## src/hdl/hdd_pkg.sv

```systemverilog
// ============================================================================
// hdd_pkg
// Shared types and constants of the four-channel Hadamard delay diffuser:
// channel words, register indexes, input modes and sequencer control.
// ============================================================================
`timescale 1ns / 1ps
`default_nettype none

package hdd_pkg;

    // Fixed field widths of the channel words
    localparam int SAMPLE_W = 24;
    localparam int MODE_W   = 2;
    localparam int SEL_W    = 4;
    localparam int LEN_IN_W = 13;
    localparam int CHANNELS = 4;
    localparam int MIX_W    = SAMPLE_W + 2;

    // Configuration register indexes
    localparam logic CFG_STAGE_COUNT = 1'b0;
    localparam logic CFG_MIX_SHIFT   = 1'b1;

    // Input word modes
    localparam logic [MODE_W-1:0] MODE_PROCESS = 2'd0;
    localparam logic [MODE_W-1:0] MODE_LOAD    = 2'd1;
    localparam logic [MODE_W-1:0] MODE_CLEAR   = 2'd2;

    // Last phase of the six-phase stage walk
    localparam logic [2:0] PHASE_LAST = 3'd5;

    typedef struct packed {
        logic [MODE_W-1:0]          mode;
        logic signed [SAMPLE_W-1:0] sample_in;
        logic [SEL_W-1:0]           line_select;
        logic [LEN_IN_W-1:0]        line_length_in;
    } in_word_t;

    typedef struct packed {
        logic signed [SAMPLE_W-1:0] out_ch0;
        logic signed [SAMPLE_W-1:0] out_ch1;
        logic signed [SAMPLE_W-1:0] out_ch2;
        logic signed [SAMPLE_W-1:0] out_ch3;
    } out_word_t;

    typedef enum logic [2:0] {
        ST_CLEAR,
        ST_IDLE,
        ST_LOAD,
        ST_RUN,
        ST_FINISH
    } seq_state_t;

    typedef struct packed {
        logic       idle;
        logic       load;
        logic       clearing;
        logic       run;
        logic [2:0] phase;
        logic       out_load;
    } seq_ctrl_t;

endpackage

`default_nettype wire

```

## src/hdl/hdd_mix.sv

```systemverilog
// ============================================================================
// hdd_mix
// Sign-flipped four-point Hadamard mix of four taps, each sum shifted
// right arithmetically and saturated to a signed 24-bit sample.
// ============================================================================
`timescale 1ns / 1ps
`default_nettype none

module hdd_mix (
    input  wire logic [hdd_pkg::CHANNELS-1:0][hdd_pkg::SAMPLE_W-1:0] taps,
    input  wire logic [1:0]                                          shift,
    output      logic [hdd_pkg::CHANNELS-1:0][hdd_pkg::SAMPLE_W-1:0] mixed
);

    localparam int W = hdd_pkg::MIX_W;

    logic signed [W-1:0] ta;
    logic signed [W-1:0] tb;
    logic signed [W-1:0] tc;
    logic signed [W-1:0] td;
    logic signed [W-1:0] sum_ac;
    logic signed [W-1:0] sum_bd;
    logic signed [W-1:0] sum_ad;
    logic signed [W-1:0] sum_bc;
    logic signed [W-1:0] sum_ab;
    logic signed [W-1:0] sum_cd;

    // Floor shift, then clamp to the 24-bit range
    function automatic logic [hdd_pkg::SAMPLE_W-1:0] shift_sat(
        input logic signed [W-1:0] v,
        input logic [1:0]          sh
    );
        logic signed [W-1:0] r;
        r = v >>> sh;
        if (r[W-1:W-3] == 3'b000 || r[W-1:W-3] == 3'b111)
        begin
            shift_sat = r[hdd_pkg::SAMPLE_W-1:0];
        end
        else if (r[W-1])
        begin
            shift_sat = {1'b1, {(hdd_pkg::SAMPLE_W-1){1'b0}}};
        end
        else
        begin
            shift_sat = {1'b0, {(hdd_pkg::SAMPLE_W-1){1'b1}}};
        end
    endfunction

    // Widen the taps
    assign ta = {{2{taps[0][hdd_pkg::SAMPLE_W-1]}}, taps[0]};
    assign tb = {{2{taps[1][hdd_pkg::SAMPLE_W-1]}}, taps[1]};
    assign tc = {{2{taps[2][hdd_pkg::SAMPLE_W-1]}}, taps[2]};
    assign td = {{2{taps[3][hdd_pkg::SAMPLE_W-1]}}, taps[3]};

    // Pair sums; the a+c and b+d sums are shared by outputs 0 and 1
    assign sum_ac = ta + tc;
    assign sum_bd = tb + td;
    assign sum_ad = ta + td;
    assign sum_bc = tb + tc;
    assign sum_ab = ta + tb;
    assign sum_cd = tc + td;

    assign mixed[0] = shift_sat(sum_ac - sum_bd, shift);
    assign mixed[1] = shift_sat(sum_ac + sum_bd, shift);
    assign mixed[2] = shift_sat(sum_ad - sum_bc, shift);
    assign mixed[3] = shift_sat(sum_ab - sum_cd, shift);

endmodule

`default_nettype wire

```

## config.mk

```make
export PLATFORM = sky130hd
export DESIGN_NAME = hdd_mix
export DESIGN_NICKNAME = d
export VERILOG_FILES = /design/src/hdl/hdd_pkg.sv /design/src/hdl/hdd_mix.sv
export SDC_FILE = /design/constraint.sdc
export NUM_CORES = 1
export LEC_CHECK = 0
export BUFFER_PORTS_ARGS = -buffer_cell sky130_fd_sc_hd__buf_4
export CAP_MARGIN = 20
export CORE_UTILIZATION = 60
export DETAILED_ROUTE_END_ITERATION = 10
export PLACE_DENSITY_LB_ADDON = 0.12
export SLEW_MARGIN = 15
export SYNTH_ARGS = -nofsm -noshare
export SYNTH_HDL_FRONTEND = slang
export SYNTH_SLANG_ARGS = --single-unit
```

## constraint.sdc

```tcl
create_clock -name vclk -period 20.1
set_input_delay 4.02 -clock vclk [all_inputs]
set_output_delay 4.02 -clock vclk [all_outputs]
set_load 0.02 [all_outputs]
```

; Word-level counts from Yosys, hierarchy flattened
; Index checks and enable logic that the tools add are counted.
[op_classes]
add_sub_neg = 10
n_eq_ne = 4
shifts = 4
mux = 8
n_reduce_logical = 8
[ops]
columns = operator, n
row1 = $mux 24, 8
row2 = $add 24x24->25, 6
row3 = $sshr 26x2->26, 4
row4 = $sub 25x25->26, 3
row5 = $add 25x25->26, 1
row6 = $eq 3x3->1 const B, 4
row7 = $logic_not 3->1, 4
row8 = $logic_or 1x1->1, 4
[totals]
regBits = 0
in_bits = 98
elab_cells = 34

; Depth between registers and ports, before layout
[logic_depth]
word_depth = 6
ltp_mapped = 27
mapped_depth_nobuf = 26

; Worst setup path before layout
; Ideal clock, no wire load.
[synth_timing]
path_kind = input -> output
start = input port taps[0] (netlist bit)
end = output port mixed[15] (netlist bit)
arrival_ns = 9.550
t_required_ns = 16.080
setup_slack_ns = 6.530
cell_stages = 22
path_buffers = 1
cell_sequence = ha_1 > fa_1 > a21o_1 > a21oi_1 > o21ai_1 > a41oi_2 > o21ai_1 > or4_1 > a31oi_1 > o21ai_1 > a2111oi_0 > nor3_1 > xor2_1 > ha_1 > clkbuf_1 > or3_1 > nor3_1 > nor3b_1 > nor3_2 > xnor2_1 > nor3_2 > a221oi_1
[synth_lines]
columns = item, line_no
row1 = from (decl), hdd_mix.sv:10  ; input wire logic [hdd_pkg::CHANNELS-1:0][hdd_pkg::SAMPLE_W-1:0] taps,
row2 = to (decl), hdd_mix.sv:12  ; output logic [hdd_pkg::CHANNELS-1:0][hdd_pkg::SAMPLE_W-1:0] mixed

==> run_results.csv <==
group,metric,value,unit
layout,clkbuf_count,0,
logic_synthesis,syn_inst,1679,
logic_synthesis,synth_area_per_cell,7.457,um^2
layout,area_growth,12.21,%
worst_hold_path,min_path_type,"in2out",
grt,grt_antenna_before_repair,1,
place,globalplace.congestion,0.9787,
timing,maxSlewViolCount,0,
timing,fmax,0.06994,GHz
setup_path,required,16.08,ns
setup_path,crit_type,"in2out",
detailed_routing,routed_wl,39.58,mm
grt,grt_pass1_vias,12550,
logic_synthesis,synth_commonest_cells,"162 x nor2_1, 160 x a21oi_1, 151 x inv_1, 150 x ha_1, 108 x nand2_1",
logic_synthesis,synth.net_count,2029,
setup_path,worstPathArrival,10.28,ns
logic_synthesis,synth.top_cells.by_area,"fa_1 16%, ha_1 15%, xnor2_1 6.5%",
layout,nets,2158,
die,initial_core_util,61.48,%
die,core_area,0.02036,mm^2
logic_synthesis,synth.most_common_cell,"nor2_1",
worst_hold_path,min_to,"mixed[63]",
logic_synthesis,yosys.area.top_type_share,16.31,%
die,dieArea,0.02145,mm^2
place,port_buffers,194,
timing,setup_viol,0,
detailed_routing,firstDrtPassIters,5,
detailed_routing,vias,13090,
place,dpl-instance-area,0.01405,mm^2
detailed_routing,routed_via_density,6.301,
place,hpwl,33.76,mm
grt,gr-total-overflow,0,
timing,whs,8.574,ns
detailed_routing,drtAntennaViolNets,0,
logic_synthesis,ys_seq_area_share,0,%
die,rows,52,
logic_synthesis,ys_warn_count,0,
timing,final.period_utilization,71.13,%
setup_path,critPathLaunchType,"input pin",
timing,min_period,14.30,ns
worst_hold_path,min-delay-start,"shift[1]",
detailed_routing,drt_iter0_drc,972,
timing,rsz0062_at_grt,"false",
die,fp.dieW,146.5,um
job,maxCapViolations,0,
timing,maxSlewHeadroom,17.32,%
timing,hold_violations,0,
setup_path,end_kind,"output port",
timing,setup_tns,0,ns
logic_synthesis,syn_area,0.01252,mm^2
layout,seqCellArea,0,um^2
detailed_routing,drc,0,
setup_path,cp_max_fo,11,
timing,tightest_slew,1.231,ns
logic_synthesis,yosys.area.top_type,"fa_1",
layout,final_area,0.01405,mm^2
status,outcome,"completed",
cts,cts_resized,0,
worst_hold_path,min_path_cells,4,
cts,postCtsSetupBuffers,0,
logic_synthesis,synth_cell_type_count,84,
detailed_routing,wire_per_inst,19.06,um
die,pin_count,194,
grt,grt_use_total,36.46,%
cts,cts_hold_buf,0,
layout,nFlopsAndLatches,0,
layout,drive_above_1_share,15.06,%
grt,grt_max_degree,81,
die,die_h,146.5,um
grt,grt_pass1_wl,63.80,mm
-- through the flow --
| stage | instances | worst slack (ns) | utilization, % |
|---|---|---|---|
| 2_1_floorplan | 1679 | 6.530 | - |
| 3_3_place_gp | 2076 | 5.990 | 68.98 |
| 3_5_place_dp | 2076 | 5.884 | 68.98 |
| 4_1_cts | 2076 | 5.865 | 68.98 |
| 5_1_grt | 2076 | 5.441 | 68.98 |
| 6_report | 2077 | 5.802 | 68.99 |
-- worst max-delay path by stage --
stage / start / end / slack (ns) / depth (start not counted)
final: taps[0] / mixed[21] / 5.80 / 24
after floorplan: taps[0] / mixed[15] / 6.53 / 22
after global placement: taps[0] / mixed[17] / 5.99 / 24
after detailed placement: taps[0] / mixed[18] / 5.88 / 24
after CTS: taps[0] / mixed[18] / 5.87 / 24
after global routing: taps[0] / mixed[17] / 5.44 / 24
-- cell families after synthesis --
family	count (synthesis)	synth area share, %
adders and majority gates	252	31.30
and+or+nand+nor	452	16.94
xor gates and xnor gates	142	10.17
AOI/OAI and AO/OA	545	29.23
muxes	61	5.206
buffers and inverters	227	7.155
-- critical path, cell delays in order --
cell	delay, ns
buf_4	0.13
ha_1	0.22
fa_1	0.41
a21o_1	0.19
a21oi_1	0.27
o21ai_1	0.16
a41oi_2	0.26
o21ai_1	0.15
or4_1	0.43
a31oi_1	0.35
o21ai_1	0.14
a2111oi_0	0.44
nor3_1	0.15
xor2_1	0.18
ha_1	0.46
or3_1	0.39
nor3_1	0.18
nor2_1	0.06
a21oi_1	0.27
xnor2_1	0.27
mux2_2	0.44
o21ai_1	0.35
a31oi_1	0.16
buf_4	0.19
-- final cells by class --
cell class | instances | area [um^2]
inverters | 153 | 575.6
diodes | 1 | 2.502
multi-input cells | 1452 | 11620
well taps | 270 | 337.8
fillers | 1743 | 6315
repair buffers | 201 | 1509
-- cells in the final DEF, fill, tap and decap left out, types with 19 or more instances in the layout --
master    count
inv_1       150
nor3_1       41
nand2_1     108
mux2_2       23
a21oi_1     160
a211oi_1     21
ha_1        150
nand2b_1     21
nand3_1      24
o211ai_1     19
o21bai_1     23
xor2_1       45
fa_1        102
a21o_1       65
mux2i_1      37
or3_1        23
o21ai_0      88
o21a_1       20
xnor2_1      93
buf_4       201
nor2_1      162
-- routing by layer --
metal	part of all wire (%)	global-route usage, %	wire length (um)	up-vias
met2	47	61.48	18650	559
met1	43	48.99	17070	6210
met5	0	0	0	-
met3	6.7	3.688	2667	70
met4	3.0	11.30	1189	0
li1	-	-	-	6248
