File: src/hdl/hdd_ram.sv
// ============================================================================
// hdd_ram
// Generic simple dual-port RAM: one write port, one read port, registered
// read data. A read sees the old contents when the same entry is written
// in the same cycle.
// ============================================================================
`timescale 1ns / 1ps
`default_nettype none

module hdd_ram #(
    parameter int WIDTH = 24,
    parameter int DEPTH = 16
) (
    input  wire logic                     clk,
    input  wire logic                     we,
    input  wire logic [$clog2(DEPTH)-1:0] waddr,
    input  wire logic [WIDTH-1:0]         wdata,
    input  wire logic                     re,
    input  wire logic [$clog2(DEPTH)-1:0] raddr,
    output      logic [WIDTH-1:0]         rdata
);

    logic [WIDTH-1:0] mem [DEPTH];

    // Write and registered read
    always_ff @(posedge clk)
    begin
        if (we)
        begin
            mem[waddr] <= wdata;
        end
        if (re)
        begin
            rdata <= mem[raddr];
        end
    end

endmodule

`default_nettype wire

File: config.mk
export PLATFORM = sky130hd
export DESIGN_NAME = hdd_ram
export DESIGN_NICKNAME = d
export VERILOG_FILES = /design/src/hdl/hdd_ram.sv
export SDC_FILE = /design/constraint.sdc
export NUM_CORES = 1
export LEC_CHECK = 0
export ABC_AREA = 1
export BUFFER_PORTS_ARGS = -buffer_cell sky130_fd_sc_hd__buf_2
export CELL_PAD_IN_SITES_DETAIL_PLACEMENT = 1
export CELL_PAD_IN_SITES_GLOBAL_PLACEMENT = 1
export CORE_ASPECT_RATIO = 0.7
export CORE_UTILIZATION = 45
export CTS_CLUSTER_SIZE = 10
export DETAILED_ROUTE_END_ITERATION = 8
export PLACE_DENSITY_LB_ADDON = 0.1
export SYNTH_ARGS = -nofsm -noshare
export SYNTH_HDL_FRONTEND = slang
export SYNTH_SLANG_ARGS = --single-unit
File: constraint.sdc
create_clock -name clk -period 1.6 [get_ports clk]
set_input_delay 0.08 -clock clk [delete_from_list [all_inputs] [get_ports clk]]
set_output_delay 0.08 -clock clk [all_outputs]
set_load 0.02 [all_outputs]
# Word level (Yosys, flattened, before mapping)

Memories as Yosys holds them, arrays and structs flattened. A register that Yosys moved wholly into a read port is not among the register bits.
Cells that the tools add are included.

Multiplexer cells: 2

Operators by type and width:

| operator          | count |
|---|---|
| two-way mux 1 bit | 2 |

Register bits after elaboration: 0
RAM bits: 384
Output and inout port bits: 24
Logic and storage cells: 3
Memories kept: 1

Memory list:

| name | depth | width | rd ports | clocked after Yosys merged registers in | wr ports | line | source |
|---|---|---|---|---|---|---|---|
| mem  | 16    | 24    | 1        | 1                                       | 1        | 23   | `logic [WIDTH-1:0] mem [DEPTH];` |

# Longest topological paths before layout

Gate-level depths: netlist (run 1).

Depth after elaboration: 2
Depth in mapped cells: 9

# Least setup slack after synthesis (run 1)

OpenSTA, ideal clock, no wires.

Kind: input port to flip-flop
From: input port waddr[2]
To: memory mem[10][0] (enable)
Arrival: 1321 ps
Data required time: 1195 ps
Slack: -126 ps
Cell stages on the path: 2
Buffers on the path: 0
Cell sequence: nand3b_1 nor2_1

RTL lines:

| element            | line | source |
|---|---|---|
| start: declaration | 16   | `input wire logic [$clog2(DEPTH)-1:0] waddr,` |
| end: declaration   | 23   |  |

No word-level cell before the write port.

# Final worst setup path (run 1)

From: register rdata[8], read port of mem
To: output port rdata[8]

RTL lines:

| element            | line | source |
|---|---|---|
| start: declaration | 20   | `output logic [WIDTH-1:0] rdata` |

No word-level cell between the ends.

==> results of run 1 <==
## synthesized netlist by cell type
cell,count
buf_1,8
nand3_1,289
inv_2,2
nor2_1,17
buf_2,44
nand3b_1,2
edfxtp_1,408
buf_4,14
nand2_1,509
inv_1,292
clkbuf_1,12
## layout by cell type, fill, tap and decap left out, drive strengths merged
cell type and n:
buf 124, inv 293, dlygate4sd3 25, clkbuf 51, nand3b 2, nand3 289
nor2 17, nand2 509, edfxtp 408, clkinv 1
## per-stage QoR
step / hold slack, ps / setup WS (ps) / instance area (um^2)
2_1_floorplan: 179 / -126 / 17200
3_3_place_gp: 479 / 138 / 18800
3_5_place_dp: 490 / 138 / 18800
4_1_cts: 92.0 / 230 / 20300
5_1_grt: 138 / 236 / 20300
6_report: 121 / 234 / 20300
## flip-flops by register name, indices dropped and copies added, names as in the netlist
name and flops:
rdata 24, mem 384
## logic make-up (layout without fill, tap and decap cells)
family	after synthesis	in the layout	synth area share
AND/OR/NAND/NOR	817	817	0.200
buffers and inverters	372	494	0.0875
flip-flops	408	408	0.713
## worst min path at each step
stage,to,from,cells past startpoint
floorplan,mem[0][0]$_DFFE_PP_,wdata[0],0
global placement,mem[11][18]$_DFFE_PP_,wdata[18],1
detailed placement,mem[11][18]$_DFFE_PP_,wdata[18],1
CTS,mem[8][13]$_DFFE_PP_,waddr[3],4
global route,mem[8][13]$_DFFE_PP_,waddr[3],4
finish,mem[8][13]$_DFFE_PP_,waddr[3],4
## cell type report
type | count | area, um^2 | share of cell area
timing repair buffer | 149 | 1500 | 0.0738
tap | 488 | 611 | 0.0301
inverter | 294 | 1110 | 0.0548
sequential | 408 | 12300 | 0.605
multi-input combinational | 817 | 3560 | 0.176
clock buffer | 51 | 1230 | 0.0609
## metal layers
layer,vias to the layer above,wire length [um],GRT usage
met1,5810,23000,0.361
met2,245,22800,0.427
met5,-,0,0
met4,0,1240,0.0835
li1,5384,-,-
met3,87,2070,0.0354
## report_power, final
part / internal (mW) / switching, mW / leakage, nW / total [mW]
logic: 0.532 / 1.18 / 4.25 / 1.71
clock network: 5.35 / 3.95 / 0.606 / 9.30
registers: 12.0 / 0.0763 / 3.71 / 12.1
## what timing repair did
item / CTS / global route
hold buffers: 25 / 0
hold endpoints to repair: 408 / 0
gates resized for setup: 0 / 0
==> key figures, run 1 <==
Synthesis
  – Mapped Area: 17200 um^2
  – Syn_nets: 1632
  – Post-synth top area share: 0.713
  – Part of the Yosys area used for sequential elements: 0.713
  – Seq cells post-synth: 408
  – Yosys warnings: 0
  – Mean post-synth cell area: 10.8 um^2
  – Library cells used by synthesis: 11
  – Leading area contributor after synthesis: edfxtp_1
  – Mapped Cells: 1597
  – Dominant cells by area after synthesis: edfxtp_1, nand2_1, nand3_1, inv_1, buf_2

Placed design
  – Final RePlAce weighted congestion: 0.780
  – Port bufs: 58
  – Placed insts: 2131
  – Detailed-placement wirelength estimate: 29700 um

Timing
  – Normalized max-slew margin: 0.666
  – Max Freq: 732 MHz
  – Final worst path period need: 1370 ps
  – Unrepaired setup endpoints after global routing: no
  – Setup TNS: 0 ps
  – Final Hold Fails: 0
  – Clock Skew: 13.1 ps
  – Measured slew at the worst slew-check pin: 500 ps
  – Period utilization: 0.854
  – Final Slew Violations: 0
  – Final setup fails: 0

Worst setup path
  – R2R setup slack: 370 ps
  – Setup crit start: rdata[8]$_DFFE_PP_
  – Reg2reg start: mem[0][23]$_DFFE_PP_
  – Cell family with most CP delay: flip-flops
  – Reg2Reg Depth: 6
  – Crit path depth: 1
  – CP max FO: 1
  – Arrival @ worst endpoint: 1290 ps
  – Worst path slowest cell: edfxtp_1
  – Critical path's largest stage delay: 510 ps
  – Setup crit end kind: primary output
  – WS Path Type: flip-flop to primary output
  – CP Launch Type: flip-flop
  – Reg2Reg Capture Point: rdata[23]$_DFFE_PP_
  – CP Cell Sequence: buf_2
  – Setup crit end: rdata[8]
  – Critical path buffers and inverters: 1
  – Worst EP required: 1520 ps

Global routing
  – Largest net degree at the start of global routing: 63
  – Initial antenna violation count: 1
  – First-pass GRT wire length: 74200 um
  – Grt ovf: 0
  – Total GRT Usage: 0.260
  – Vias in the first global route: 12100

Routing
  – DRC errors left: 0
  – Initial DRC Count: 726
  – Via count: 11500
  – Routed wire length per instance: 22.3 um
  – Drt pass-1 iters: 5
  – Routed wire length: 49100 um
  – Via/cell ratio: 5.22
  – Final antenna-violating net count: 0

Layout
  – Final net count: 1751
  – Fillers: 3955
  – Final Non-Filler Cells: 2207
  – Finished Core Util: 0.541
  – Area added between synthesis and finish: 17.8%
  – Layout cells sized above 1: 0.112
  – Number of diodes: 0

Die
  – Starting Density: 0.459
  – Die Ht: 166 um
  – Core Rows: 59
  – Die W: 236 um
  – Placeable core region: 37400 um^2
  – DIE AREA: 39000 um^2
  – IO Count: 59

Min path
  – Min-Delay Path Class: primary input to flip-flop

Clocking
  – Clk_lat worst skew: 560 ps
  – Worst-path clk slew: 60 ps
  – CTS tree: done
  – Setup Buffers After CTS: 0
  – Root Buffer: clkbuf_16
  – Sinks on Clock Net: 408
  – Clock buffer count from CTS: 46
  – Bufs on Longest Clock Path: 3
  – H-tree depth reported by CTS: 2

Job
  – MaxCap Viol Count: 0

Power and ir drop
  – IR drop worst, VDD: 0.784 mV
  – Power density cells: 1140 nW/um^2
  – Pwr Total: 23.1 mW
  – Cell leakage power: 8.56 nW

Outcome
  – Status: finished clean
Note: power is estimated with default switching activity, not from simulation.
==> run 2, diff against run 1 <==
--- a/config.mk
+++ b/config.mk
@@ -11,6 +11,7 @@
 export CELL_PAD_IN_SITES_GLOBAL_PLACEMENT = 1
 export CORE_ASPECT_RATIO = 0.7
 export CORE_UTILIZATION = 45
+export CTS_BUF_LIST = sky130_fd_sc_hd__clkbuf_16
 export CTS_CLUSTER_SIZE = 10
 export DETAILED_ROUTE_END_ITERATION = 8
 export PLACE_DENSITY_LB_ADDON = 0.1
==> run 2 against run 1 <==
  * Via count about the same
  * Combinational power about the same
  * Critical path depth unchanged
  * Clock power about the same
  * Core utilization unchanged
  * Final cell count unchanged
  * Critical path type unchanged
==> key figures, run 2 (same netlist as run 1, synthesis figures left out) <==
Die
  – Core Rows: 59 (unchanged)
  – Placeable core region: 37400 um^2 (unchanged)
  – Starting Density: 0.459 (unchanged)
  – Die W: 236 um (unchanged)
  – DIE AREA: 39000 um^2 (unchanged)
  – IO Count: 59 (unchanged)
  – Die Ht: 166 um (unchanged)

Timing
  – Clock Skew: 12.9 ps (was 13.1 ps)
  – Final worst path period need: 1360 ps (was 1370 ps)
  – Final setup fails: 0 (unchanged)
  – Unrepaired setup endpoints after global routing: no (unchanged)
  – Setup WS post-layout: 235 ps (was 234 ps)
  – Normalized max-slew margin: 0.666 (about the same)
  – Period utilization: 0.853 (was 0.854)
  – Final Slew Violations: 0 (unchanged)
  – Measured slew at the worst slew-check pin: 500 ps (about the same)
  – Final Hold Fails: 0 (unchanged)
  – Setup TNS: 0 ps (unchanged)
  – Max Freq: 733 MHz (was 732 MHz)

Layout
  – Fillers: 3955 (unchanged)
  – Max reg flops: 384 (unchanged)
  – Final Non-Filler Cells: 2207 (unchanged)
  – Number of diodes: 0 (unchanged)
  – Commonest non-fill, non-tap cells in the layout: nand2_1, edfxtp_1, inv_1 (unchanged)
  – Final instance area: 20300 um^2 (unchanged)
  – Largest registers: mem (384), rdata (24) (unchanged)
  – Final net count: 1751 (unchanged)
  – Finished Core Util: 0.541 (unchanged)
  – Reg with most FFs: mem (unchanged)
  – Area added between synthesis and finish: 17.8% (unchanged)
  – Layout cells sized above 1: 0.112 (unchanged)
  – Most common cell after layout, fill and taps aside: nand2_1 (unchanged)

Clocking
  – Sinks on Clock Net: 408 (unchanged)
  – Root Buffer: clkbuf_16 (unchanged)
  – CTS tree: done (unchanged)
  – Worst-path clk slew: 60 ps (about the same)
  – Clock buffer count from CTS: 46 (unchanged)
  – CTS Hold Bufs: 25 (unchanged)
  – Setup Buffers After CTS: 0 (unchanged)
  – Bufs on Longest Clock Path: 3 (unchanged)
  – Resize count post-CTS: 0 (unchanged)
  – Clk_lat worst skew: 560 ps (about the same)
  – H-tree depth reported by CTS: 2 (unchanged)

Placed design
  – Placement Setup Slack: 138 ps (unchanged)
  – Port bufs: 58 (unchanged)
  – Cell Area, Placed: 18800 um^2 (unchanged)
  – Detailed-placement wirelength estimate: 29700 um (unchanged)
  – Final RePlAce weighted congestion: 0.780 (unchanged)
  – Placed insts: 2131 (unchanged)

Job
  – MaxCap Viol Count: 0 (unchanged)

Routing
  – Via count: 11500 (about the same)
  – Routed wire length per instance: 22.3 um (about the same)
  – Via/cell ratio: 5.22 (about the same)
  – Initial DRC Count: 728 (was 726)
  – Routed wire length: 49100 um (about the same)
  – Final antenna-violating net count: 0 (unchanged)
  – Drt pass-1 iters: 5 (unchanged)
  – DRC errors left: 0 (unchanged)

Power and ir drop
  – Cell leakage power: 8.57 nW (was 8.56 nW)
  – Power Internal: 17.9 mW (about the same)
  – Net Switching: 5.21 mW (about the same)
  – Clock Power Share: 0.402 (about the same)
  – IR drop worst, VDD: 0.784 mV (about the same)
  – Comb power frac: 0.074 (about the same)
  – Sw Ratio: 0.225 (about the same)
  – Power density cells: 1140 nW/um^2 (about the same)
  – Sequential share of power: 0.524 (about the same)

Outcome
  – Status: finished clean (unchanged)

Worst setup path
  – CP Launch Type: flip-flop (unchanged)
  – Reg2reg start: mem[0][23]$_DFFE_PP_ (unchanged)
  – Arrival @ worst endpoint: 1280 ps (was 1290 ps)
  – Critical path buffers and inverters: 1 (unchanged)
  – Setup crit end kind: primary output (unchanged)
  – Cell family with most CP delay: flip-flops (unchanged)
  – Critical path's largest stage delay: 510 ps (about the same)
  – Worst path slowest cell: edfxtp_1 (unchanged)
  – Setup crit start: rdata[8]$_DFFE_PP_ (unchanged)
  – CP Cell Sequence: buf_2 (unchanged)
  – Worst EP required: 1520 ps (about the same)
  – WS Path Type: flip-flop to primary output (unchanged)
  – CP max FO: 1 (unchanged)

Min path
  – Min-Delay Path Class: primary input to flip-flop (unchanged)
  – Hold path start: waddr[3] (unchanged)

Global routing
  – Largest net degree at the start of global routing: 63 (unchanged)
  – First-pass GRT wire length: 74200 um (unchanged)
  – Total GRT Usage: 0.260 (unchanged)
  – Grt ovf: 0 (unchanged)
  – Initial antenna violation count: 1 (unchanged)
  – Vias in the first global route: 12100 (unchanged)
-- run 2: changes by cell type in the layout (fill, tap and decap cells not counted), sizes merged --
cell | before | now
clkbuf | 51 | 49
inv | 293 | 295
-- run 2: per-layer routing --
| metal | vias to the layer above | GRT usage | wire length [um] |
|---|---|---|---|
| li1 | 5383 | - | - |
| met1 | 5806 | 0.361 | 23000 |
| met2 | 244 | 0.427 | 22800 |
| met3 | 87 | 0.0354 | 2080 |
| met4 | 0 | 0.0835 | 1250 |
| met5 | - | 0 | 0 |
-- run 2: worst paths after layout --
path | end | slack [ps] | cells after the start
worst max-delay path | rdata[8] | 240 | 1
worst min-delay path | mem[8][13]$_DFFE_PP_ | 120 | 4
worst max register to register | rdata[23]$_DFFE_PP_ | 370 | 6
worst min register to register | rdata[3]$_DFFE_PP_ | 750 | 6
-- run 2: power groups by stage --
stage,Sequential (mW),Clock [mW],Combinational (mW)
after floorplan,12.4,0,0.784
after global routing,12.1,9.83,1.87
after CTS,12.1,9.47,1.73
after global placement,12.3,0,1.63
after detailed placement,12.3,0,1.67
final,12.1,9.29,1.71
-- run 2: final cells by class --
| cell class | count | area [um^2] | area share |
|---|---|---|---|
| Timing Repair Buffer | 149 | 1500 | 0.0738 |
| Multi-Input combinational cell | 817 | 3560 | 0.176 |
| Inverter | 294 | 1110 | 0.0548 |
| Clock buffer | 49 | 1230 | 0.0605 |
| Tap cell | 488 | 611 | 0.0301 |
| Sequential cell | 408 | 12300 | 0.605 |
| Clock inverter | 2 | 7.51 | 0.000371 |
-- run 2: stage by stage --
| step | hold WS, ps | power (mW) |
|---|---|---|
| floorplan | 179 | 13.2 |
| global placement | 479 | 14.0 |
| detailed placement | 490 | 14.0 |
| CTS | 92.0 | 23.3 |
| global route | 138 | 23.8 |
| finish | 122 | 23.1 |
