### src/hdl/hdd_pkg.sv
// ============================================================================
// hdd_pkg
// Shared types and constants of the four-channel Hadamard delay diffuser:
// channel words, register indexes, input modes and sequencer control.
// ============================================================================
`timescale 1ns / 1ps
`default_nettype none

package hdd_pkg;

    // Fixed field widths of the channel words
    localparam int SAMPLE_W = 24;
    localparam int MODE_W   = 2;
    localparam int SEL_W    = 4;
    localparam int LEN_IN_W = 13;
    localparam int CHANNELS = 4;
    localparam int MIX_W    = SAMPLE_W + 2;

    // Configuration register indexes
    localparam logic CFG_STAGE_COUNT = 1'b0;
    localparam logic CFG_MIX_SHIFT   = 1'b1;

    // Input word modes
    localparam logic [MODE_W-1:0] MODE_PROCESS = 2'd0;
    localparam logic [MODE_W-1:0] MODE_LOAD    = 2'd1;
    localparam logic [MODE_W-1:0] MODE_CLEAR   = 2'd2;

    // Last phase of the six-phase stage walk
    localparam logic [2:0] PHASE_LAST = 3'd5;

    typedef struct packed {
        logic [MODE_W-1:0]          mode;
        logic signed [SAMPLE_W-1:0] sample_in;
        logic [SEL_W-1:0]           line_select;
        logic [LEN_IN_W-1:0]        line_length_in;
    } in_word_t;

    typedef struct packed {
        logic signed [SAMPLE_W-1:0] out_ch0;
        logic signed [SAMPLE_W-1:0] out_ch1;
        logic signed [SAMPLE_W-1:0] out_ch2;
        logic signed [SAMPLE_W-1:0] out_ch3;
    } out_word_t;

    typedef enum logic [2:0] {
        ST_CLEAR,
        ST_IDLE,
        ST_LOAD,
        ST_RUN,
        ST_FINISH
    } seq_state_t;

    typedef struct packed {
        logic       idle;
        logic       load;
        logic       clearing;
        logic       run;
        logic [2:0] phase;
        logic       out_load;
    } seq_ctrl_t;

endpackage

`default_nettype wire

### src/hdl/hdd_seq.sv
// ============================================================================
// hdd_seq
// Sequencer of the diffuser: clearing sweep, length loads, and the
// six-phase walk over each stage in use, followed by the output load.
// ============================================================================
`timescale 1ns / 1ps
`default_nettype none

module hdd_seq #(
    parameter int MAX_STAGES = 4,
    parameter int LINE_DEPTH = 4096,
    localparam int STG_W     = (MAX_STAGES > 1) ? $clog2(MAX_STAGES) : 1,
    localparam int TOTAL     = MAX_STAGES * hdd_pkg::CHANNELS * LINE_DEPTH,
    localparam int ADDR_W    = $clog2(TOTAL)
) (
    input  wire logic                        clk,
    input  wire logic                        rst_n,
    input  wire logic                        in_fire,
    input  wire logic [hdd_pkg::MODE_W-1:0]  in_mode,
    input  wire logic [2:0]                  stage_count,
    input  wire logic                        out_free,
    output      hdd_pkg::seq_ctrl_t          ctrl,
    output      logic [STG_W-1:0]            stage,
    output      logic [ADDR_W-1:0]           clr_addr
);

    hdd_pkg::seq_state_t state_reg;
    hdd_pkg::seq_state_t state_next;
    logic [2:0]          phase_reg;
    logic [2:0]          phase_next;
    logic [STG_W-1:0]    stage_reg;
    logic [STG_W-1:0]    stage_next;
    logic [ADDR_W-1:0]   clr_cnt_reg;
    logic [ADDR_W-1:0]   clr_cnt_next;
    logic [3:0]          sc_wide;
    logic [3:0]          stages_used;
    logic [STG_W-1:0]    last_stage;
    logic                stage_done;
    logic                clear_done;

    // Number of stages in use: zero counts as one, clamp at the maximum
    assign sc_wide     = {1'b0, stage_count};
    assign stages_used = (sc_wide == 4'd0) ? 4'd1 :
                         (sc_wide > 4'(MAX_STAGES)) ? 4'(MAX_STAGES) : sc_wide;
    assign last_stage  = STG_W'(stages_used - 4'd1);
    assign stage_done  = (phase_reg == hdd_pkg::PHASE_LAST);
    assign clear_done  = (clr_cnt_reg == ADDR_W'(TOTAL - 1));

    // Next state
    always_comb
    begin
        state_next = state_reg;
        unique case (state_reg)
            hdd_pkg::ST_CLEAR:
            begin
                if (clear_done)
                begin
                    state_next = hdd_pkg::ST_IDLE;
                end
            end
            hdd_pkg::ST_IDLE:
            begin
                if (in_fire)
                begin
                    unique case (in_mode)
                        hdd_pkg::MODE_PROCESS: state_next = hdd_pkg::ST_RUN;
                        hdd_pkg::MODE_LOAD:    state_next = hdd_pkg::ST_LOAD;
                        hdd_pkg::MODE_CLEAR:   state_next = hdd_pkg::ST_CLEAR;
                        default:               state_next = hdd_pkg::ST_IDLE;
                    endcase
                end
            end
            hdd_pkg::ST_LOAD:
            begin
                state_next = hdd_pkg::ST_IDLE;
            end
            hdd_pkg::ST_RUN:
            begin
                if (stage_done && stage_reg == last_stage)
                begin
                    state_next = hdd_pkg::ST_FINISH;
                end
            end
            hdd_pkg::ST_FINISH:
            begin
                if (out_free)
                begin
                    state_next = hdd_pkg::ST_IDLE;
                end
            end
            default:
            begin
                state_next = hdd_pkg::ST_IDLE;
            end
        endcase
    end

    // Advance phase, stage and sweep counters
    always_comb
    begin
        phase_next   = 3'd0;
        stage_next   = '0;
        clr_cnt_next = '0;
        if (state_reg == hdd_pkg::ST_RUN)
        begin
            phase_next = stage_done ? 3'd0 : phase_reg + 3'd1;
            stage_next = stage_done ? stage_reg + STG_W'(1) : stage_reg;
        end
        if (state_reg == hdd_pkg::ST_CLEAR && !clear_done)
        begin
            clr_cnt_next = clr_cnt_reg + ADDR_W'(1);
        end
    end

    // Outputs
    always_comb
    begin
        ctrl.idle     = (state_reg == hdd_pkg::ST_IDLE);
        ctrl.load     = (state_reg == hdd_pkg::ST_LOAD);
        ctrl.clearing = (state_reg == hdd_pkg::ST_CLEAR);
        ctrl.run      = (state_reg == hdd_pkg::ST_RUN);
        ctrl.phase    = phase_reg;
        ctrl.out_load = (state_reg == hdd_pkg::ST_FINISH) && out_free;
        stage         = stage_reg;
        clr_addr      = clr_cnt_reg;
    end

    // Hold state; reset starts the clearing sweep
    always_ff @(posedge clk or negedge rst_n)
    begin
        if (!rst_n)
        begin
            state_reg   <= hdd_pkg::ST_CLEAR;
            phase_reg   <= 3'd0;
            stage_reg   <= '0;
            clr_cnt_reg <= '0;
        end
        else
        begin
            state_reg   <= state_next;
            phase_reg   <= phase_next;
            stage_reg   <= stage_next;
            clr_cnt_reg <= clr_cnt_next;
        end
    end

endmodule

`default_nettype wire
### config.mk
export PLATFORM = sky130hd
export DESIGN_NAME = hdd_seq
export DESIGN_NICKNAME = d
export VERILOG_FILES = /design/src/hdl/hdd_pkg.sv /design/src/hdl/hdd_seq.sv
export SDC_FILE = /design/constraint.sdc
export NUM_CORES = 1
export LEC_CHECK = 0
export BUFFER_PORTS_ARGS = -buffer_cell sky130_fd_sc_hd__buf_2
export CORE_MARGIN = 2
export CORE_UTILIZATION = 40
export DETAILED_ROUTE_END_ITERATION = 8
export GPL_TIMING_DRIVEN = 1
export PLACE_DENSITY = 0.67
export SYNTH_ARGS = -nofsm -noshare
export SYNTH_HDL_FRONTEND = slang
export SYNTH_SLANG_ARGS = --single-unit
### constraint.sdc
create_clock -name clk -period 2.2 [get_ports clk]
set_clock_uncertainty 0.1 [all_clocks]
set_input_delay 0.22 -clock clk [delete_from_list [all_inputs] [get_ports clk]]
set_output_delay 0.22 -clock clk [all_outputs]
set_load 0.005 [all_outputs]
# Word-level counts from Yosys, hierarchy flattened
# Cells that the tools add are included.
# op_classes
add_sub_neg	4
magnitude_cmp	1
eq_ne	14
muxes	13
n_reduce_logical	8
# op_table
cell	n
3-bit two-way mux	6
16-bit by 1-bit adder with 16-bit output, second input constant	1
16-bit == test, second input constant	1
16-bit two-way mux	1
3-bit case mux with 4 select lines	1
2-bit two-way mux	4
3-bit by 2-bit == test with 1-bit output, second input constant	2
3-bit == test, second input constant	2
2-bit by 1-bit != test with 1-bit output, second input constant	3
2-bit case mux with 3 select lines	1
4-bit logical NOT	1
2-bit != test, second input constant	2
4-bit AND reduction	1
3-bit by 1-bit adder with 3-bit output, second input constant	1
3-bit by 1-bit == test with 1-bit output, second input constant	1
3-bit greater-than comparator, second input constant	1
1-bit logical AND	3
3-bit logical NOT	1
2-bit by 1-bit adder with 2-bit output, second input constant	1
2-bit by 1-bit == test with 1-bit output, second input constant	1
2-bit == test	1
2-bit == test, second input constant	1
2-bit logical NOT	1
2-bit by 1-bit subtractor with 2-bit output, second input constant	1
1-bit logical NOT	1
# word_totals
ff_bits	24
input_bits	9
output_inout_bits	26

# Logic depth before layout (Yosys ltp)
# Gate-level depths: netlist of run 1.
# logic_depth
word_depth	8
mapped_depth	7
mapped_depth_nobuf	6

# Worst setup path before layout of run 1
# OpenSTA, ideal clock, no wires.
# synth_timing
path_type	reg-to-reg
start	reg clr_cnt_reg[0], in the netlist clr_addr[0]
end	reg state_reg[0]
t_arrival_ns	1.728
required_time_ns	1.972
setup_slack_ns	0.245
path_stages_with_launch	7
path_buffers	0
synth_period_minus_slack_ns	1.955
path_cell_list	dfrtp_1 -> ha_1 -> nand3_2 -> nor4_4 -> a31oi_1 -> nor3_2 -> mux2_1
# synth_via
elab_chain_cells	3
# synth_rtl
element	line_no	rtl
start, declared	hdd_seq.sv:33	logic [ADDR_W-1:0] clr_cnt_reg;
start signal, assigned	hdd_seq.sv:143	clr_cnt_reg <= clr_cnt_next;
16-bit == test	hdd_seq.sv:47	assign clear_done = (clr_cnt_reg == ADDR_W'(TOTAL - 1));
2-bit by 1-bit != test with 1-bit output (no line)	n/a	
4-bit AND reduction (no line)	n/a	
end signal, assigned	hdd_seq.sv:133	state_reg <= hdd_pkg::ST_CLEAR;
end signal, assigned	hdd_seq.sv:140	state_reg <= state_next;
end, declared	hdd_seq.sv:27	hdd_pkg::seq_state_t state_reg;
# Every way passes these cells.
# A chain may end at the register's enable or synchronous reset.

# Worst setup path after layout of run 1
# Same ends and word-level chain as after synthesis.

==> results.cfg, run 1 <==
[clocking]
cts_tree = done
clk-insertion-delay-late_ns = 0.30
cts_buffer_depth = 2
numCtsBuffers = 3
post_cts_buffers = 0
cts-htree-levels = 1
cts_resized = 0
cts.sinks = 24
hold_buffers = 2
root_buffer = clkbuf_4
path_clk_slew_ns = 0.12

[synthesis]
synth-edff-count = 0
ys_seq_area_share_pct = 48.3
syn_area_per_cell_um2 = 9.72
synth_largest_area_cell = dfrtp_1
synthesis.area_mm2 = 0.00124
synth_cells = 128
yosys-top-cells-area = dfrtp_1, nor2_1, xnor2_1
yosysWarnings = 0
synthFlopType = dfrtp_1
yosysTopAreaCellShare_pct = 48.3
syn_nets = 140
ys_ff_latch = 24
async_reset_ff_share_pct = 100
yosys.cell_types.count = 36

[worst_setup_path]
critPathMaxFanout = 5
worst_ep_arrival_time_ns = 2.10
path_class = flip-flop to flip-flop
cp-end-kind = flip-flop
reg2reg_from = clr_addr[0]$_DFF_PN0_
cp_data_required_time_ns = 2.29
critical_path.startpoint_type = flip-flop
cp-startpoint = clr_addr[0]$_DFF_PN0_
worstRegToRegCells = 6

[detailed_routing]
final_antenna_net_count = 0
routed.top_layer = met3
vias = 1017
wl_met2_um = 1200
drtIter0Drc = 42
route.met3.wl_um = 127
routed_wl_um = 2460
wl_per_cell_um = 12.4
met1_length_um = 1130
drcViolationCount = 0
first_pass_iters = 4
routed_via_density = 5.11

[sta]
rsz0062_at_grt = no
hold_viol = 0
worst_pin_slew_ns = 0.516
maxSlewViolCount = 0
setup_violations = 0
slew_headroom_pct = 65.6
setup_tns_ns = 0
finalCritPeriodShare_pct = 91.1
fin_crit_ns = 2.00
max_freq_mhz = 499

[die]
ioPinCount = 35
dieArea_mm2 = 0.00357
std_cell_rows = 20
die_w_um = 59.8
die_h_um = 59.8
start_util_pct = 41.4
core_area_mm2 = 0.00300

[cells_and_area]
largest_reg_flops = 16
layout_common_cells = buf_2, nor2_1, dfrtp_1, nand2_1
fin_cells = 199
layout.nets = 180
area_delta_synth_final_pct = 20.0
drive_gt1_share_pct = 25.9
antenna_cells = 0
final_common_cell = buf_2
fill_cells = 293

[placed_design]
post-dp-hpwl_um = 1900
dp_cells = 194
port_buffers = 34
gp_congestion = 0.832

[status]
status = complete, no violations

[worst_hold_path]
hp-class = primary input to flip-flop
min-delay-start = in_fire
min_path_cells = 4

[global_routing]
grt_remaining_overflow = 0
grt_usage_pct = 15.4
grt_max_degree = 25
grt_pass1_vias = 1007
grt_pass1_wl_um = 4340
antenna_found_initial = 0

[pwr]
peakVddDrop_uv = 367
leakage_nw = 0.739
powerDensity_mw_per_mm2 = 734

[run]
maxCapViolCount = 0
## cells in the mapped netlist (2+ instances only)
master	instances
nand3_2	2
o21ai_0	2
xor2_1	8
inv_1	6
ha_1	3
nor3_1	2
nor2_1	28
dfrtp_1	24
and3_1	2
xnor2_1	8
nand2_1	11
a31oi_1	2
nand3_1	6
nand2b_1	2
## cell type report
| type | instances | area (um2) | area share (%) |
|---|---|---|---|
| clock buffers | 3 | 22.5 | 1.51 |
| repair buffers | 37 | 198 | 13.2 |
| inverters | 6 | 22.5 | 1.51 |
| flip-flops and latches | 24 | 601 | 40.2 |
| well taps | 33 | 41.3 | 2.77 |
| multi-input cells | 96 | 608 | 40.7 |
## critical path, cell delays in order, from the launching register on
cell     delay [ns]
dfrtp_1        0.43
ha_1           0.21
nand3_2        0.15
nor4_4         0.26
a31oi_1        0.16
nor3_2         0.24
mux2_1         0.34
## worst paths after layout
kind	endpoint	slack, ns
min in group asynchronous	clr_addr[4]$_DFF_PN0_	0.31
hold reg to reg	clr_addr[0]$_DFF_PN0_	0.43
setup reg to reg	state_reg[0]$_DFFE_PN0P_	0.20
setup / recovery	state_reg[0]$_DFFE_PN0P_	0.20
hold / removal	state_reg[1]$_DFFE_PN0P_	0.24
max in group asynchronous	state_reg[1]$_DFFE_PN0P_	1.34
## kinds of logic (layout without fill, tap and decap cells)
family	after synthesis	in the layout	share of synthesized area, %
adders and majority gates	3	3	3.02
xor gates and xnor gates	16	16	11.3
AOI/OAI and AO/OA	10	10	5.53
DFF	24	24	48.3
muxes	3	3	2.62
buffers and inverters	8	46	2.82
and+or+nand+nor	64	64	26.5
## through the flow
| stage | util, % | worst slack, ns | instance area, um2 | hold WS [ns] | power (mW) |
|---|---|---|---|---|---|
| 2_1_floorplan | - | 0.245 | 1240 | -0.176 | 0.803 |
| 3_3_place_gp | 48.3 | 0.279 | 1450 | 0.121 | 0.916 |
| 3_5_place_dp | 48.3 | 0.191 | 1450 | 0.126 | 0.927 |
| 4_1_cts | 49.7 | 0.179 | 1490 | 0.225 | 1.12 |
| 5_1_grt | 49.7 | 0.0110 | 1490 | 0.257 | 1.19 |
| 6_report | 49.7 | 0.195 | 1490 | 0.243 | 1.10 |
## metal layers
layer | global-route usage [%] | up-vias
met2 | 26.4 | 28
met4 | 4.76 | 0
met5 | 0 | -
met3 | 2.81 | 0
met1 | 19.6 | 483
li1 | - | 506
## power by group
group	total, mW	switching (mW)	internal, mW
logic	0.357	0.204	0.153
registers	0.560	0.0705	0.489
clock network	0.179	0.115	0.0638
total	1.10	0.389	0.706
Power figures use the tool's default switching activity.
==> run 2, diff against run 1 <==
Settings changed: CORE_MARGIN 2 to default.
==> run 2 against run 1 <==
Effect of this change:
- the run now ends with design-rule violations left
- cell area increased by 0.75%
- worst setup slack got worse by 0.042 ns
- global-route usage increased by 0.52 points
- first-iteration DRC count decreased by 19%
- critical path depth unchanged
- die area decreased by 6.6%
- critical path type unchanged
- sequential share of layout area decreased by 0.30 points
- non-clock buffer count unchanged
- via count decreased by 2.4%
==> results.cfg, run 2 (same netlist as run 1, synthesis figures left out) <==
[worst_hold_path]
min-delay-start = in_fire
min_path_cells = 4
hp-class = primary input to flip-flop
hold_path_end = state_reg[1]$_DFFE_PN0P_

[global_routing]
grt_util_met1_pct = 20.3
grt_pass1_vias = 916
met2_usage_pct = 26.6
grt_max_degree = 25
grt_use_met3_pct = 4.46
busiest_layer = met2
grt_usage_pct = 16.0
antenna_found_initial = 0
grt_remaining_overflow = 0
grt_pass1_wl_um = 4110

[sta]
setup_tns_ns = 0
max_freq_mhz = 489
fin_crit_ns = 2.05
rsz0062_at_grt = no
setup_violations = 0
finalCritPeriodShare_pct = 93.0
worst_pin_slew_ns = 0.529
maxSlewViolCount = 0
slew_headroom_pct = 64.7
worst_slack_ns = 0.154
hold_viol = 0

[clocking]
numCtsBuffers = 3
cts_resized = 0
cts-htree-levels = 1
cts.sinks = 24
clk-insertion-delay-late_ns = 0.31
root_buffer = clkbuf_4
cts_tree = done
path_clk_slew_ns = 0.13
cts_buffer_depth = 2

[worst_setup_path]
cp-end-kind = flip-flop
r2r_slack_ns = 0.15
critical_path.startpoint_type = flip-flop
critPathMaxFanout = 5
crit_chain = ha_1, nand3_2, nor4_4, a31oi_1, nor3_2, mux2_1
cp_data_required_time_ns = 2.30
worstRegToRegCells = 6
reg2reg_from = clr_addr[0]$_DFF_PN0_
cp_slowest_cell = dfrtp_1
worst_ep_arrival_time_ns = 2.15
worst_r2r_endpoint = state_reg[0]$_DFFE_PN0P_
path_class = flip-flop to flip-flop
slowest_delay_ns = 0.44

[pwr]
powerDensity_mw_per_mm2 = 758
leakage_nw = 0.746
peakVddDrop_uv = 386

[run]
maxCapViolCount = 0

[status]
status = complete, but fails checks
violations = design-rule violations

[die]
ioPinCount = 35
start_util_pct = 43.6
die_w_um = 57.8
core_area_mm2 = 0.00285
die_h_um = 57.8
std_cell_rows = 19
dieArea_mm2 = 0.00334

[cells_and_area]
fin_cells = 198
drive_gt1_share_pct = 26.3
layout.nets = 180
final_common_cell = buf_2
area_delta_synth_final_pct = 20.9
largest_reg_flops = 16
antenna_cells = 0
final_cell_area_mm2 = 0.00150
final_util_pct = 52.7
layout_common_cells = buf_2, nor2_1, dfrtp_1, nand2_1

[detailed_routing]
final_antenna_net_count = 0
routed_via_density = 5.02
drcViolationCount = 2
wl_per_cell_um = 12.2
first_pass_iters = 6
drtIter0Drc = 34
routed_wl_um = 2420
vias = 993

[placed_design]
preCtsSetupSlack_ns = 0.185
dp_cells = 192
port_buffers = 34
gp_congestion = 0.802
placed_cell_area_mm2 = 0.00145
post-dp-hpwl_um = 1760
==> run 2: final cells by class <==
cell class,instances,area [um2]
multi-input combinational,96,608
timing repair buffer,37,198
tap,31,38.8
fill,256,1350
clock buffer,4,36.3
sequential,24,601
inverter,6,22.5
==> run 2: what timing repair did <==
item,4_1_cts,5_1_grt
hold buffers,2,0
setup endpoints to repair,0,0
setup buffers,0,0
hold endpoints to repair,25,0
==> run 2: worst max path at each step <==
stage	startpoint	to	slack, ns	cells after the start
global placement	clr_addr[0]$_DFF_PN0_	state_reg[0]$_DFFE_PN0P_	0.29	6
detailed placement	clr_addr[0]$_DFF_PN0_	state_reg[0]$_DFFE_PN0P_	0.18	6
CTS	clr_addr[0]$_DFF_PN0_	state_reg[0]$_DFFE_PN0P_	0.14	6
finish	clr_addr[0]$_DFF_PN0_	state_reg[0]$_DFFE_PN0P_	0.15	6
global route	clr_addr[0]$_DFF_PN0_	state_reg[0]$_DFFE_PN0P_	0.005	6
floorplan	clr_addr[0]$_DFF_PN0_	state_reg[0]$_DFFE_PN0P_	0.24	6
==> run 2: worst max-delay path, delay by kind of cell (launching register included) <==
kind / cells / cell delay, ns
simple gates: 3 / 0.68
flops: 1 / 0.44
mux: 1 / 0.33
fa+ha+maj: 1 / 0.22
compound gates: 1 / 0.17
==> run 2: routing by layer <==
metal | vias to the layer above | part of all wire (%)
met5 | - | 0
met4 | 0 | 0.70
met3 | 2 | 4.9
met2 | 24 | 47
met1 | 462 | 47
li1 | 505 | -
==> run 2: power by group <==
| group | total, mW | switching, mW | internal, mW |
|---|---|---|---|
| logic | 0.351 | 0.198 | 0.153 |
| clock network | 0.227 | 0.126 | 0.101 |
| registers | 0.562 | 0.0727 | 0.489 |
| total | 1.14 | 0.397 | 0.743 |
==> run 2: metrics by stage <==
step           hold slack [ns]  total power [mW]
6_report                 0.232              1.14
5_1_grt                  0.242              1.22
4_1_cts                  0.227              1.15
3_5_place_dp             0.132             0.921
3_3_place_gp             0.124             0.914
2_1_floorplan           -0.176             0.803
==> run 3, diff against run 2 <==
Settings changed: RECOVER_POWER from default to 100.
==> run 3 against run 2 <==
Effect of this change:
- the run still ends with design-rule violations left
- cell area down 0.83%
- flip-flop and latch count is the same
- via count grew 0.40%
- non-clock buffer count is the same
==> results.cfg, run 3 (same netlist as run 1, synthesis figures left out) <==
[sta]
max_freq_mhz = 490
worst_pin_slew_ns = 1.27
finalCritPeriodShare_pct = 92.8
maxSlewViolCount = 0
slew_headroom_pct = 15.6
setup_tns_ns = 0
setup_violations = 0
hold_ws_ns = 0.230
hold_viol = 0
rsz0062_at_grt = no
fin_crit_ns = 2.04
worst_slack_ns = 0.158

[global_routing]
grt_pass1_wl_um = 4110
grt_remaining_overflow = 0
busiest_layer = met2
grt_util_met1_pct = 20.3
met2_usage_pct = 26.6
grt_use_met3_pct = 4.46
grt_usage_pct = 16.0
grt_max_degree = 25
grt_pass1_vias = 916
antenna_found_initial = 0

[worst_hold_path]
hp-class = primary input to flip-flop

[clocking]
cts_tree = done
clk-insertion-delay-late_ns = 0.31
cts.sinks = 24
cts-htree-levels = 1
cts_resized = 0
numCtsBuffers = 3
root_buffer = clkbuf_4
cts_buffer_depth = 2
hold_buffers = 2
path_clk_slew_ns = 0.13
post_cts_buffers = 0

[worst_setup_path]
critPathMaxFanout = 5
worst_ep_arrival_time_ns = 2.14
path_class = flip-flop to flip-flop
cp-end-kind = flip-flop
critical_path.startpoint_type = flip-flop
cp_data_required_time_ns = 2.30

[die]
std_cell_rows = 19
dieArea_mm2 = 0.00334
core_area_mm2 = 0.00285
die_w_um = 57.8
ioPinCount = 35
start_util_pct = 43.6
die_h_um = 57.8

[detailed_routing]
routed_wl_um = 2420
wl_per_cell_um = 12.2
vias = 997
routed_via_density = 5.04
drcViolationCount = 2
first_pass_iters = 6
final_antenna_net_count = 0
drtIter0Drc = 31

[placed_design]
preCtsSetupSlack_ns = 0.185
port_buffers = 34
post-dp-hpwl_um = 1760
gp_congestion = 0.802

[cells_and_area]
largest_reg_flops = 16
layout.nets = 180
drive_gt1_share_pct = 20.4
area_delta_synth_final_pct = 19.9
final_common_cell = nor2_1
antenna_cells = 0
fill_cells = 264
layout_common_cells = nor2_1, dfrtp_1, buf_2, nand2_1, clkbuf_1

[status]
violations = design-rule violations
status = complete, but fails checks

[pwr]
leakage_nw = 0.703
powerDensity_mw_per_mm2 = 763
peakVddDrop_uv = 386

[run]
maxCapViolCount = 0
## run 3: cell count changes in the layout (fill, tap and decap cells not counted), sizes merged
cell,delta
buf,-11
clkbuf,+11
## run 3: worst max-delay path, cell delays in order (launching register included)
cell and delay [ns]:
dfrtp_1 0.44, ha_1 0.22, nand3_2 0.16, nor4_4 0.28
a31oi_1 0.17, nor3_2 0.24, mux2_1 0.33
## run 3: report_power, final
group	internal, mW	switching [mW]	total (mW)
Clock	0.101	0.126	0.227
Combinational	0.150	0.199	0.349
Sequential	0.489	0.0722	0.561
Total	0.741	0.397	1.14
## run 3: final cells by class
type / instances / area (um2) / area share (%)
multi-input cells: 96 / 608 / 40.8
flip-flops and latches: 24 / 601 / 40.3
well taps: 31 / 38.8 / 2.60
inverters: 6 / 22.5 / 1.51
clock buffers: 4 / 36.3 / 2.43
repair buffers: 37 / 185 / 12.4
## run 3: metrics by stage
step | total power [mW] | instance area [um2] | instances | util, %
floorplan | 0.803 | 1240 | 128 | -
global placement | 0.914 | 1450 | 192 | 50.7
detailed placement | 0.921 | 1450 | 192 | 50.7
CTS | 1.15 | 1500 | 198 | 52.7
global route | 1.22 | 1490 | 198 | 52.3
finish | 1.14 | 1490 | 198 | 52.3
## run 3: path summary, 6_finish.rpt
path	start	slack, ns	endpoint	depth (start not counted)
setup / recovery	clr_addr[0]$_DFF_PN0_	0.16	state_reg[0]$_DFFE_PN0P_	6
hold / removal	in_fire	0.23	state_reg[1]$_DFFE_PN0P_	4
setup reg to reg	clr_addr[0]$_DFF_PN0_	0.16	state_reg[0]$_DFFE_PN0P_	6
hold reg to reg	clr_addr[0]$_DFF_PN0_	0.43	clr_addr[0]$_DFF_PN0_	1
max in group asynchronous	rst_n	0.67	clr_addr[6]$_DFF_PN0_	2
min in group asynchronous	rst_n	0.59	clr_addr[14]$_DFF_PN0_	2
## run 3: per-layer routing
layer	vias up	routed length (um)
met3	2	106
li1	504	-
met4	0	17
met2	22	1140
met5	-	0
met1	469	1160
